## src/rtl/planar_blit_setup_assert.svh

```systemverilog
// assertion helpers for the planar blit setup block
// both expect clk and rst_n in scope
`ifndef PLANAR_BLIT_SETUP_ASSERT_SVH
`define PLANAR_BLIT_SETUP_ASSERT_SVH

// consequent checked in the same cycle
`define PBS_ASSERT_NOW(label, ante, cons, msg) \
  label: assert property (@(posedge clk) disable iff (!rst_n) (ante) |-> (cons)) \
    else $error(msg);

// consequent checked in the cycle after the antecedent
`define PBS_ASSERT_NEXT(label, ante, cons, msg) \
  label: assert property (@(posedge clk) disable iff (!rst_n) (ante) |=> (cons)) \
    else $error(msg);

`endif

```

## src/rtl/pbs_pkg.sv

```systemverilog
`default_nettype none

package pbs_pkg;

  localparam logic [7:0] FLAG_NFSR = 8'h40;
  localparam logic [7:0] FLAG_FXSR = 8'h80;
  localparam logic [15:0] MASK_ALL = 16'hFFFF;

  localparam logic [14:0] SRC_ROW_RESET  = 15'd160;
  localparam logic [14:0] DST_ROW_RESET  = 15'd160;
  localparam logic [4:0]  SRC_STEP_RESET = 5'd8;
  localparam logic [4:0]  DST_STEP_RESET = 5'd8;

  // index bits: {single word, equal word counts, src phase above dst phase}
  localparam logic [7:0] SKEW_FLAGS [8] = '{
    FLAG_NFSR, FLAG_FXSR, 8'h00, FLAG_NFSR | FLAG_FXSR,
    8'h00, FLAG_FXSR, 8'h00, 8'h00
  };

  typedef enum logic [1:0] {
    REG_SRC_PITCH     = 2'd0,
    REG_DST_PITCH     = 2'd1,
    REG_SRC_WORD_STEP = 2'd2,
    REG_DST_WORD_STEP = 2'd3
  } cfg_reg_t;

  typedef struct packed {
    logic [14:0] src_pitch;
    logic [14:0] dst_pitch;
    logic [4:0]  src_word_step;
    logic [4:0]  dst_word_step;
  } cfg_regs_t;

  // last field in the lowest bits
  typedef struct packed {
    logic [4:0]  pad;
    logic        flip_y;
    logic        flip_x;
    logic [14:0] height;
    logic [11:0] width;
    logic [14:0] dst_x;
    logic [14:0] src_x;
    logic [31:0] dst_addr;
    logic [31:0] src_addr;
  } in_item_t;

  typedef struct packed {
    logic [31:0]        dst_start;
    logic [31:0]        src_start;
    logic [7:0]         skew_bits;
    logic [15:0]        word_count;
    logic [15:0]        mask_last;
    logic [15:0]        mask_middle;
    logic [15:0]        mask_first;
    logic signed [15:0] dst_y_step;
    logic signed [15:0] dst_x_step;
    logic signed [15:0] src_y_step;
    logic signed [15:0] src_x_step;
  } out_data_t;

  typedef struct packed {
    logic      ok;
    out_data_t data;
  } out_res_t;

endpackage

`default_nettype wire

```

## src/rtl/pbs_calc.sv

```systemverilog
`default_nettype none

module pbs_calc (
  input  var pbs_pkg::in_item_t  req,
  input  var pbs_pkg::cfg_regs_t cfg,
  output pbs_pkg::out_res_t      res
);

  logic [15:0] s_end, d_end;
  logic [11:0] sw_diff, dw_diff;
  logic [8:0]  sw_m1, dw_m1;
  logic [3:0]  sm, dm, shift;
  logic        single, same_cnt, zero_x, ok, rx, ry;
  logic [2:0]  idx;
  logic [15:0] m1, m3, m13;
  logic [13:0] s_wprod, d_wprod;
  logic [14:0] h_m1;
  logic [29:0] s_rprod, d_rprod;
  logic [15:0] s_step, d_step, s_xc, d_xc, s_row, d_row;
  logic [31:0] s_yoff, d_yoff, s_xoff, d_xoff;
  pbs_pkg::out_data_t d;

  assign rx = req.flip_x;
  assign ry = req.flip_y;
  assign ok = (req.width != 12'd0) && (req.height != 15'd0) &&
              (req.src_addr != 32'd0) && (req.dst_addr != 32'd0);

  // last pixel column of the line, then words spanned minus one
  assign s_end   = {1'b0, req.src_x} + {4'd0, req.width} - 16'd1;
  assign d_end   = {1'b0, req.dst_x} + {4'd0, req.width} - 16'd1;
  assign sw_diff = s_end[15:4] - {1'b0, req.src_x[14:4]};
  assign dw_diff = d_end[15:4] - {1'b0, req.dst_x[14:4]};
  assign sw_m1   = sw_diff[8:0];
  assign dw_m1   = dw_diff[8:0];

  assign sm       = req.src_x[3:0];
  assign dm       = req.dst_x[3:0];
  assign shift    = dm - sm;
  assign single   = (dw_m1 == 9'd0);
  assign same_cnt = (sw_m1 == dw_m1);
  assign idx      = {single, same_cnt, sm > dm} ^ {2'b00, rx && (sm != dm)};
  assign zero_x   = single && (sw_m1 == 9'd0) && (shift != 4'd0);

  assign m1  = pbs_pkg::MASK_ALL >> dm;
  assign m3  = pbs_pkg::MASK_ALL << (4'd15 - d_end[3:0]);
  assign m13 = m1 & m3;

  assign s_wprod = {5'd0, sw_m1} * {9'd0, cfg.src_word_step};
  assign d_wprod = {5'd0, dw_m1} * {9'd0, cfg.dst_word_step};
  assign h_m1    = req.height - 15'd1;
  assign s_rprod = {15'd0, h_m1} * {15'd0, cfg.src_pitch};
  assign d_rprod = {15'd0, h_m1} * {15'd0, cfg.dst_pitch};

  assign s_step = rx ? 16'd0 - {11'd0, cfg.src_word_step} : {11'd0, cfg.src_word_step};
  assign d_step = rx ? 16'd0 - {11'd0, cfg.dst_word_step} : {11'd0, cfg.dst_word_step};
  // word walk contribution removed from the row stride
  assign s_xc = zero_x ? 16'd0 : (rx ? 16'd0 - {2'd0, s_wprod} : {2'd0, s_wprod});
  assign d_xc = zero_x ? 16'd0 : (rx ? 16'd0 - {2'd0, d_wprod} : {2'd0, d_wprod});
  assign s_row = ry ? 16'd0 - {1'b0, cfg.src_pitch} : {1'b0, cfg.src_pitch};
  assign d_row = ry ? 16'd0 - {1'b0, cfg.dst_pitch} : {1'b0, cfg.dst_pitch};

  assign s_yoff = ry ? {2'd0, s_rprod} : 32'd0;
  assign d_yoff = ry ? {2'd0, d_rprod} : 32'd0;
  assign s_xoff = rx ? {18'd0, s_wprod} : 32'd0;
  assign d_xoff = rx ? {18'd0, d_wprod} : 32'd0;

  always_comb begin
    d.src_x_step  = zero_x ? 16'sd0 : $signed(s_step);
    d.dst_x_step  = zero_x ? 16'sd0 : $signed(d_step);
    d.src_y_step  = $signed(s_row - s_xc);
    d.dst_y_step  = $signed(d_row - d_xc);
    d.mask_first  = single ? m13 : (rx ? m3 : m1);
    d.mask_last   = single ? m13 : (rx ? m1 : m3);
    d.mask_middle = single ? m13 : pbs_pkg::MASK_ALL;
    d.word_count  = {7'd0, dw_m1} + 16'd1;
    d.skew_bits   = zero_x ? (pbs_pkg::FLAG_FXSR | {4'd0, shift})
                           : (pbs_pkg::SKEW_FLAGS[idx] | {4'd0, shift});
    d.src_start   = req.src_addr + s_yoff + s_xoff;
    d.dst_start   = req.dst_addr + d_yoff + d_xoff;
    res.ok   = ok;
    res.data = ok ? d : '0;
  end

endmodule

`default_nettype wire

```

## src/rtl/planar_blit_setup.sv

```systemverilog
`default_nettype none

// Planar blit setup: turns one rectangle blit request into the register image of a
// 16-bit-word bitplane blitter (x/y steps, end masks, word count, skew, start
// addresses). One request is taken every clock while the result side is not
// backpressured; each request is registered in the input register and then in the
// result register, with the setup arithmetic in between. Backpressure on the
// result side holds both registers; the input is ready whenever the input register
// is empty or the result register can take the next image. Strides and word steps
// are written through the cfg channel, which is always ready; write them only while
// no request is in flight.
module planar_blit_setup (
  input  wire logic         clk,
  input  wire logic         rst_n,
  // cfg
  input  wire logic         cfg_valid,
  output logic              cfg_ready,
  input  wire logic [1:0]   cfg_addr,
  input  wire logic [14:0]  cfg_data,
  // request stream
  input  wire logic         in_tvalid,
  output logic              in_tready,
  // src_addr[31:0], dst_addr[63:32], src_x[78:64], dst_x[93:79], width[105:94],
  // height[120:106], flip_x[121], flip_y[122], zero[127:123]
  input  wire logic [127:0] in_tdata,
  // result stream
  output logic              out_tvalid,
  input  wire logic         out_tready,
  // src_x_step[15:0], src_y_step[31:16], dst_x_step[47:32], dst_y_step[63:48],
  // mask_first[79:64], mask_middle[95:80], mask_last[111:96], word_count[127:112],
  // skew_bits[135:128], src_start[167:136], dst_start[199:168]
  output logic [199:0]      out_tdata,
  // ok[0]
  output logic              out_tuser
);

  pbs_pkg::cfg_regs_t cfg_r, cfg_nxt;
  pbs_pkg::in_item_t  req_r, req_nxt;
  pbs_pkg::out_res_t  res_r, res_nxt, calc_res;
  logic               req_valid_r, req_valid_nxt;
  logic               res_valid_r, res_valid_nxt;
  logic               res_free, req_adv, in_xact;

  assign cfg_ready = 1'b1;

  always_comb begin
    cfg_nxt = cfg_r;
    if (cfg_valid) begin
      unique case (pbs_pkg::cfg_reg_t'(cfg_addr))
        pbs_pkg::REG_SRC_PITCH:     cfg_nxt.src_pitch     = cfg_data;
        pbs_pkg::REG_DST_PITCH:     cfg_nxt.dst_pitch     = cfg_data;
        pbs_pkg::REG_SRC_WORD_STEP: cfg_nxt.src_word_step = cfg_data[4:0];
        pbs_pkg::REG_DST_WORD_STEP: cfg_nxt.dst_word_step = cfg_data[4:0];
      endcase
    end
  end

  assign res_free  = !res_valid_r || out_tready;
  assign req_adv   = req_valid_r && res_free;
  assign in_tready = !req_valid_r || res_free;
  assign in_xact   = in_tvalid && in_tready;

  always_comb begin
    req_nxt       = req_r;
    req_valid_nxt = req_valid_r;
    if (in_xact) begin
      req_nxt       = pbs_pkg::in_item_t'(in_tdata);
      req_valid_nxt = 1'b1;
    end else if (req_adv) begin
      req_valid_nxt = 1'b0;
    end
  end

  pbs_calc u_calc (
    .req (req_r),
    .cfg (cfg_r),
    .res (calc_res)
  );

  always_comb begin
    res_nxt       = res_r;
    res_valid_nxt = res_valid_r;
    if (req_adv) begin
      res_nxt       = calc_res;
      res_valid_nxt = 1'b1;
    end else if (out_tready) begin
      res_valid_nxt = 1'b0;
    end
  end

  always_ff @(posedge clk) begin
    if (!rst_n) begin
      cfg_r.src_pitch     <= pbs_pkg::SRC_ROW_RESET;
      cfg_r.dst_pitch     <= pbs_pkg::DST_ROW_RESET;
      cfg_r.src_word_step <= pbs_pkg::SRC_STEP_RESET;
      cfg_r.dst_word_step <= pbs_pkg::DST_STEP_RESET;
      req_valid_r         <= 1'b0;
      res_valid_r         <= 1'b0;
    end else begin
      cfg_r       <= cfg_nxt;
      req_valid_r <= req_valid_nxt;
      res_valid_r <= res_valid_nxt;
    end
  end

  always_ff @(posedge clk) begin
    req_r <= req_nxt;
    res_r <= res_nxt;
  end

  assign out_tvalid = res_valid_r;
  assign out_tdata  = res_r.data;
  assign out_tuser  = res_r.ok;

`include "planar_blit_setup_assert.svh"

  `PBS_ASSERT_NOW(a_reject_zero, res_valid_r && !res_r.ok, res_r.data == '0,
    "rejected request carries nonzero register image")
  `PBS_ASSERT_NOW(a_mask_single,
    res_valid_r && res_r.ok && (res_r.data.mask_middle != pbs_pkg::MASK_ALL),
    (res_r.data.mask_first == res_r.data.mask_middle) &&
    (res_r.data.mask_last == res_r.data.mask_middle),
    "single word masks differ")
  `PBS_ASSERT_NOW(a_single_count,
    res_valid_r && res_r.ok && (res_r.data.word_count != 16'd1),
    res_r.data.mask_middle == pbs_pkg::MASK_ALL,
    "multi word line without full middle mask")
  `PBS_ASSERT_NEXT(a_req_loaded, in_xact, req_valid_r,
    "accepted request not held in input register")

endmodule

`default_nettype wire
```

## config.mk

```make
export PLATFORM = sky130hd
export DESIGN_NAME = planar_blit_setup
export DESIGN_NICKNAME = d
export VERILOG_FILES = /design/src/rtl/pbs_pkg.sv /design/src/rtl/pbs_calc.sv /design/src/rtl/planar_blit_setup.sv
export VERILOG_INCLUDE_DIRS = /design/src /design/src/rtl
export SDC_FILE = /design/constraint.sdc
export NUM_CORES = 2
export LEC_CHECK = 0
export ABC_AREA = 1
export BUFFER_PORTS_ARGS = -buffer_cell sky130_fd_sc_hd__buf_2
export CAP_MARGIN = 10
export CORE_ASPECT_RATIO = 1.75
export CORE_MARGIN = 1
export CORE_UTILIZATION = 40
export DETAILED_ROUTE_END_ITERATION = 7
export SETUP_SLACK_MARGIN = 0.3
export SLEW_MARGIN = 0
export SYNTH_ARGS = -nofsm -noshare
export SYNTH_HDL_FRONTEND = slang
export SYNTH_SLANG_ARGS = --single-unit
```

## constraint.sdc

```tcl
create_clock -name clk -period 12.57 [get_ports clk]
set_input_delay 1.257 -clock clk [delete_from_list [all_inputs] [get_ports clk]]
set_output_delay 1.257 -clock clk [all_outputs]
set_load 0.02 [all_outputs]
```

* After elaboration in Yosys (flattened, before gate mapping)
Memory sizes are Yosys's and may differ from the RTL's.
Index checks and enable logic that the tools add are counted.
** Cells by class
- Muxes and demuxes :: 24
- Add/subtract/negate cells :: 22
- $mul :: 4
- Shift-type cells :: 2
- Reductions and logical operators :: 28
- Equality and inequality tests :: 5
- Bitwise logic cells :: 6
- $lt $le $gt $ge :: 2
** Operator list (number)
- $mux 16 :: 11
- $add 32x32->32 :: 4
- $reduce_bool 32->1 :: 2
- $mul 15x15->30 :: 2
- $mux 30 :: 2
- $sub 1x15->16 const A :: 2
- $sub 16x16->16 :: 2
- $sub 1x14->15 const A :: 2
- $mul 9x5->14 :: 2
- $mux 14 :: 2
- $add 13x12->13 :: 2
- $sub 13x1->13 const B :: 2
- $mux 8 :: 3
- $logic_not 9->1 :: 2
- $sub 9x9->9 :: 2
- $and 16x16->16 :: 1
- $shl 16x4->16 const A :: 1
- $shr 16x4->16 const A :: 1
- $reduce_bool 15->1 :: 1
- $sub 15x1->15 const B :: 1
- $reduce_bool 12->1 :: 1
- $sub 1x5->6 const A :: 2
- $add 9x1->10 const B :: 1
- $mux 5 :: 2
- 22 further kinds :: 40
** Word-level totals
- Memory bits (read-only) :: 64
- Word-level logic and storage cells :: 123
- Output and inout port bits :: 204
- Input port bits :: 150
- Flip-flop bits (word level) :: 342
- Memories kept :: 1
** Memory list
- (name not given) :: words 8, bits a word 8, rd ports 1, clocked after Yosys merged registers in 0, wr ports 0, RTL line pbs_calc.sv:77 : : (pbs_pkg::SKEW_FLAGS[idx] | {4'd0, shift});

* Longest topological paths before layout
- Word-level depth :: 11
- Mapped depth :: 53

* Hierarchy
From an unflattened synthesis, not the netlist that was laid out.
** Second synthesis, totals
- Cell total of the unflattened synthesis :: 4979
- Area total of the unflattened synthesis :: 41193.3 sq um
** Modules (own cells, without submodules)
- pbs_calc :: area each 29458.3 sq um, cells an instance 4383, times used 1, sequential area each 0.0 sq um
- planar_blit_setup :: area each 11735.0 sq um, cells an instance 596, times used 1, sequential area each 10720.3 sq um

* Worst setup path before layout
OpenSTA, ideal clock, no wires.
- Path kind :: input to register
- From :: input port out_tready
- To :: register res_r, in the netlist out_tdata[0] (enable)
- Arrival :: 9.599 ns
- Data required time :: 11.806 ns
- Setup slack :: 2.207 ns
- Stages :: 2
- Buffers on the path :: 0
- Cell sequence :: inv_1 > a21oi_1
** On the way
- Word-level cells in the longest chain between the ends :: 2
** RTL lines
- from (decl) :: RTL line planar_blit_setup.sv:28 : input wire logic out_tready,
- $logic_or 1x1->1 :: RTL line planar_blit_setup.sv:58 : assign res_free = !res_valid_r || out_tready;
- $logic_and 1x1->1 :: RTL line planar_blit_setup.sv:59 : assign req_adv = req_valid_r && res_free;
- named net req_adv :: RTL line planar_blit_setup.sv:42 : logic res_free, req_adv, in_xact;
- to (signal assigned) :: RTL line planar_blit_setup.sv:108 : res_r <= res_nxt;
- to (decl) :: RTL line planar_blit_setup.sv:39 : pbs_pkg::out_res_t res_r, res_nxt, calc_res;
The timed path passes the listed nets, and every way through them passes these cells.
A chain may end at the register's enable or synchronous reset.

* Final worst setup path
- From :: register req_r[106] (netlist bit)
- To :: register res_r, in the netlist out_tdata[165], data pin
** On the way
- Word-level cells in the longest chain between the ends :: 5
** RTL lines
- from (decl) :: RTL line planar_blit_setup.sv:38 : pbs_pkg::in_item_t req_r, req_nxt;
- from (signal assigned) :: RTL line planar_blit_setup.sv:107 : req_r <= req_nxt;
- $sub 15x1->15 :: RTL line pbs_calc.sv:50 : assign h_m1 = req.height - 15'd1;
- $mul 15x15->30 :: RTL line pbs_calc.sv:51 : assign s_rprod = {15'd0, h_m1} * {15'd0, cfg.src_pitch};
- $mux 30 :: RTL line pbs_calc.sv:62 : assign s_yoff = ry ? {2'd0, s_rprod} : 32'd0;
- $add 32x32->32 (2 in series) :: RTL line pbs_calc.sv:78 : d.src_start = req.src_addr + s_yoff + s_xoff;
Parallel ways exist; a longest one is shown, timed or not.

==> flow_metrics.tcl <==
set metrics [dict create \
    outcome "completed" \
    antenna_left 0 \
    crit_top_cell "inv_1" \
    cts_tree "done" \
    path_class "flip-flop to flip-flop" \
    first_pass_iters 5 \
    dpl-instance-area_mm2 0.04244 \
    syn2layout_area_growth_pct 10.15 \
    cts_hold_buf 0 \
    rsz0062_at_grt "false" \
    required_ns 13.02 \
    grt_usage_pct 26.15 \
    worst_pin_slew_ns 1.078 \
    placed_cells 6390 \
    min_to "out_tvalid" \
    io_buffers 333 \
    num_vias 33350 \
    drive_above_1_share_pct 9.382 \
    post-route-util_pct 44.45 \
    power.leakage_uw 0.02175 \
    syn-cell-area_mm2 0.03960 \
    routed_wl_mm 129.2 \
    setup_viol 0 \
    synthCells 4876 \
    crit_path_max_incr_delay_ns 0.63 \
    async_flop_share_pct 0 \
    worst_hold_path_type "flip-flop to flip-flop" \
    rows 152 \
    p_total_uw 10830 \
    clock_path_buffers 3 \
    postCtsSetupBuffers 0 \
    rr_worst_depth 38 \
    min_from "req_valid_r" \
    yosysSeqAreaShare_pct 24.11 \
    critPathLaunchType "flip-flop" \
    path_clk_slew_ns 0.06 \
    holdPathStages 2 \
    post_drt_wl_per_cell_um 20.00 \
    relSlewSlack_pct 27.57 \
    gp_congestion 0.9557 \
    slowest_stage "inv_1" \
    power_density_mw_per_mm2 248.3 \
    tns_ns 0 \
    grt_max_degree 126 \
    r2r_end "out_tdata[165]" \
    synth-edff-count 290 \
    clock_latency_ns 0.62 \
    post_layout_nonfiller_instances 6462 \
    rr_startpoint "req_r[106]" \
    cts_sinks 332 \
    timing.final.crit_period_ns 9.951 \
    drc 0 \
    core-area_mm2 0.09813 \
    end_kind "flip-flop" \
    cp-startpoint "req_r[106]" \
    irDropWorstVdd_v 0.0001656 \
    avgViaCountPerCell 5.161 \
    fp.dieW_um 239.9 \
    hpwlAfterDp_mm 104.8 \
    yosysWarnings 0 \
    nets 6111 \
    htreeDepth 2 \
    synth_area_per_cell_um2 8.122 \
    crit_path_max_fanout 26 \
    hold_viol 0 \
    start_util_pct 40.35 \
    grt_pass1_vias 34282 \
    report.final.slew_viol_count 0 \
    die_h_um 418.2 \
    critPathArrivalTime_ns 10.40 \
    finClkSkew_ns 0.04720 \
    ys.flop_type "edfxtp_1" \
    final_cell_area_mm2 0.04362 \
    cts_made_buffers 38 \
    antenna_found_initial 21 \
    pin_count 354 \
    maxCapViolCount 0 \
    die-area_mm2 0.1003 \
    period_share_pct 79.16 \
    drt-initial-drc-count 1902 \
    grt_pass1_wl_mm 196.0 \
    gr-total-overflow 0 \
    synth_cell_types 55 \
    r2r_slack_ns 2.62 \
    cts_resized 0 \
    ys_seq_elements 332 \
    max_freq_ghz 0.1005 \
    root_buffer "clkbuf_16" \
]
metrics by stage:
| stage | hold WS, ns | setup slack [ns] |
|---|---|---|
| after floorplan | 0.4497 | 2.207 |
| after global placement | 0.5167 | 2.730 |
| after detailed placement | 0.5274 | 2.713 |
| after CTS | 0.5368 | 2.651 |
| after global routing | 0.5623 | 1.866 |
| final | 0.5304 | 2.619 |
flip-flops by register name, summed over array words and instances (netlist names):
| register | cells |
|---|---|
| cfg_r | 40 |
| req_valid_r | 1 |
| out_tuser | 1 |
| out_tdata | 172 |
| out_tvalid | 1 |
| req_r | 117 |
how the worst max path moves through the flow:
| stage | endpoint | slack, ns | cells past startpoint |
|---|---|---|---|
| after floorplan | out_tdata[0] | 2.21 | 2 |
| after global placement | out_tdata[163] | 2.73 | 36 |
| after detailed placement | out_tdata[163] | 2.71 | 36 |
| after CTS | out_tdata[163] | 2.65 | 36 |
| after global routing | out_tdata[165] | 1.87 | 38 |
| final | out_tdata[165] | 2.62 | 38 |
cells in the mapped netlist (8+ instances only):
library cell  count  area, um2
o21ai_0         224       1121
dfxtp_1          42      840.8
a21oi_1         352       1762
edfxtp_1        290       8708
xor2_1           84      735.7
nor2_1          612       2297
o211ai_1          8      60.06
buf_1            11      41.29
a31oi_1          29      181.4
buf_4            31      232.7
ha_1            428       5355
nor4_1           33      206.5
inv_1           950       3566
buf_2            14      70.07
a211oi_1          9      67.56
nand2_1         854       3206
or2_2            31      193.9
nand4_1          31      193.9
fa_1            412       8248
o21bai_1         18      135.1
nor3_1           37      185.2
clkinv_1          9      33.78
o21a_1            8      60.06
clkbuf_1        107      401.6
xnor2_1          35      306.5
nand3b_1         13      97.59
nand3_1         116      580.6
a21o_1           20      150.1
placed cells by master (no fill, tap or decap), types with 28 or more instances in the layout:
cell | Yosys | routed
fa_1 | 412 | 412
o21ai_0 | 224 | 224
nor2_1 | 612 | 612
a31oi_1 | 29 | 29
ha_1 | 428 | 428
nand2_1 | 854 | 854
buf_4 | 31 | 28
a21oi_1 | 352 | 351
edfxtp_1 | 290 | 290
buf_2 | 14 | 333
nand4_1 | 31 | 31
xor2_1 | 84 | 84
nand3_1 | 116 | 116
nor4_1 | 33 | 32
dfxtp_1 | 42 | 42
xnor2_1 | 35 | 35
inv_1 | 950 | 949
clkbuf_16 | 0 | 39
nor3_1 | 37 | 37
or2_2 | 31 | 31
power by group:
| part | switching [uW] | leakage [uW] | total, uW | internal, uW |
|---|---|---|---|---|
| registers | 99.3 | 0.00309 | 1720 | 1620 |
| logic | 5260 | 0.0181 | 8010 | 2750 |
| clock network | 508 | 0.000548 | 1100 | 595 |
| total | 5870 | 0.0218 | 10800 | 4970 |
worst max-delay path: cells and delay by family, from the launching register on:
family,cells,cell delay (ns)
AND/OR/NAND/NOR,16,3.27
adder cells (fa/ha/maj),9,3.90
buffers and inverters,7,1.24
AO/OA/AOI/OAI,6,0.99
flip-flops,1,0.36
logic make-up after synthesis:
family	share of synthesized area (%)
xor+xnor	2.755
flops	24.11
fa+ha+maj	34.35
buf+inv	11.05
compound gates	9.652
other cells	0.01896
simple gates	18.06
routing by layer:
layer | vias to the layer above | routed length, um | GRT usage, %
li1 | 15930 | - | -
met1 | 15988 | 46660 | 28.41
met2 | 1070 | 66520 | 47.60
met3 | 344 | 7551 | 4.080
met4 | 18 | 8386 | 15.10
met5 | - | 115 | 0
layout make-up:
type | instances | area (um2)
Multi-Input combinational cell | 3421 | 25720
Tap cell | 1309 | 1638
Clock buffer | 46 | 1002
Antenna cell | 5 | 12.51
Fill cell | 10081 | 54510
Timing Repair Buffer | 362 | 1897
Clock inverter | 21 | 166.4
Sequential cell | 332 | 9549
Inverter | 966 | 3633
Power figures use the tool's default switching activity.
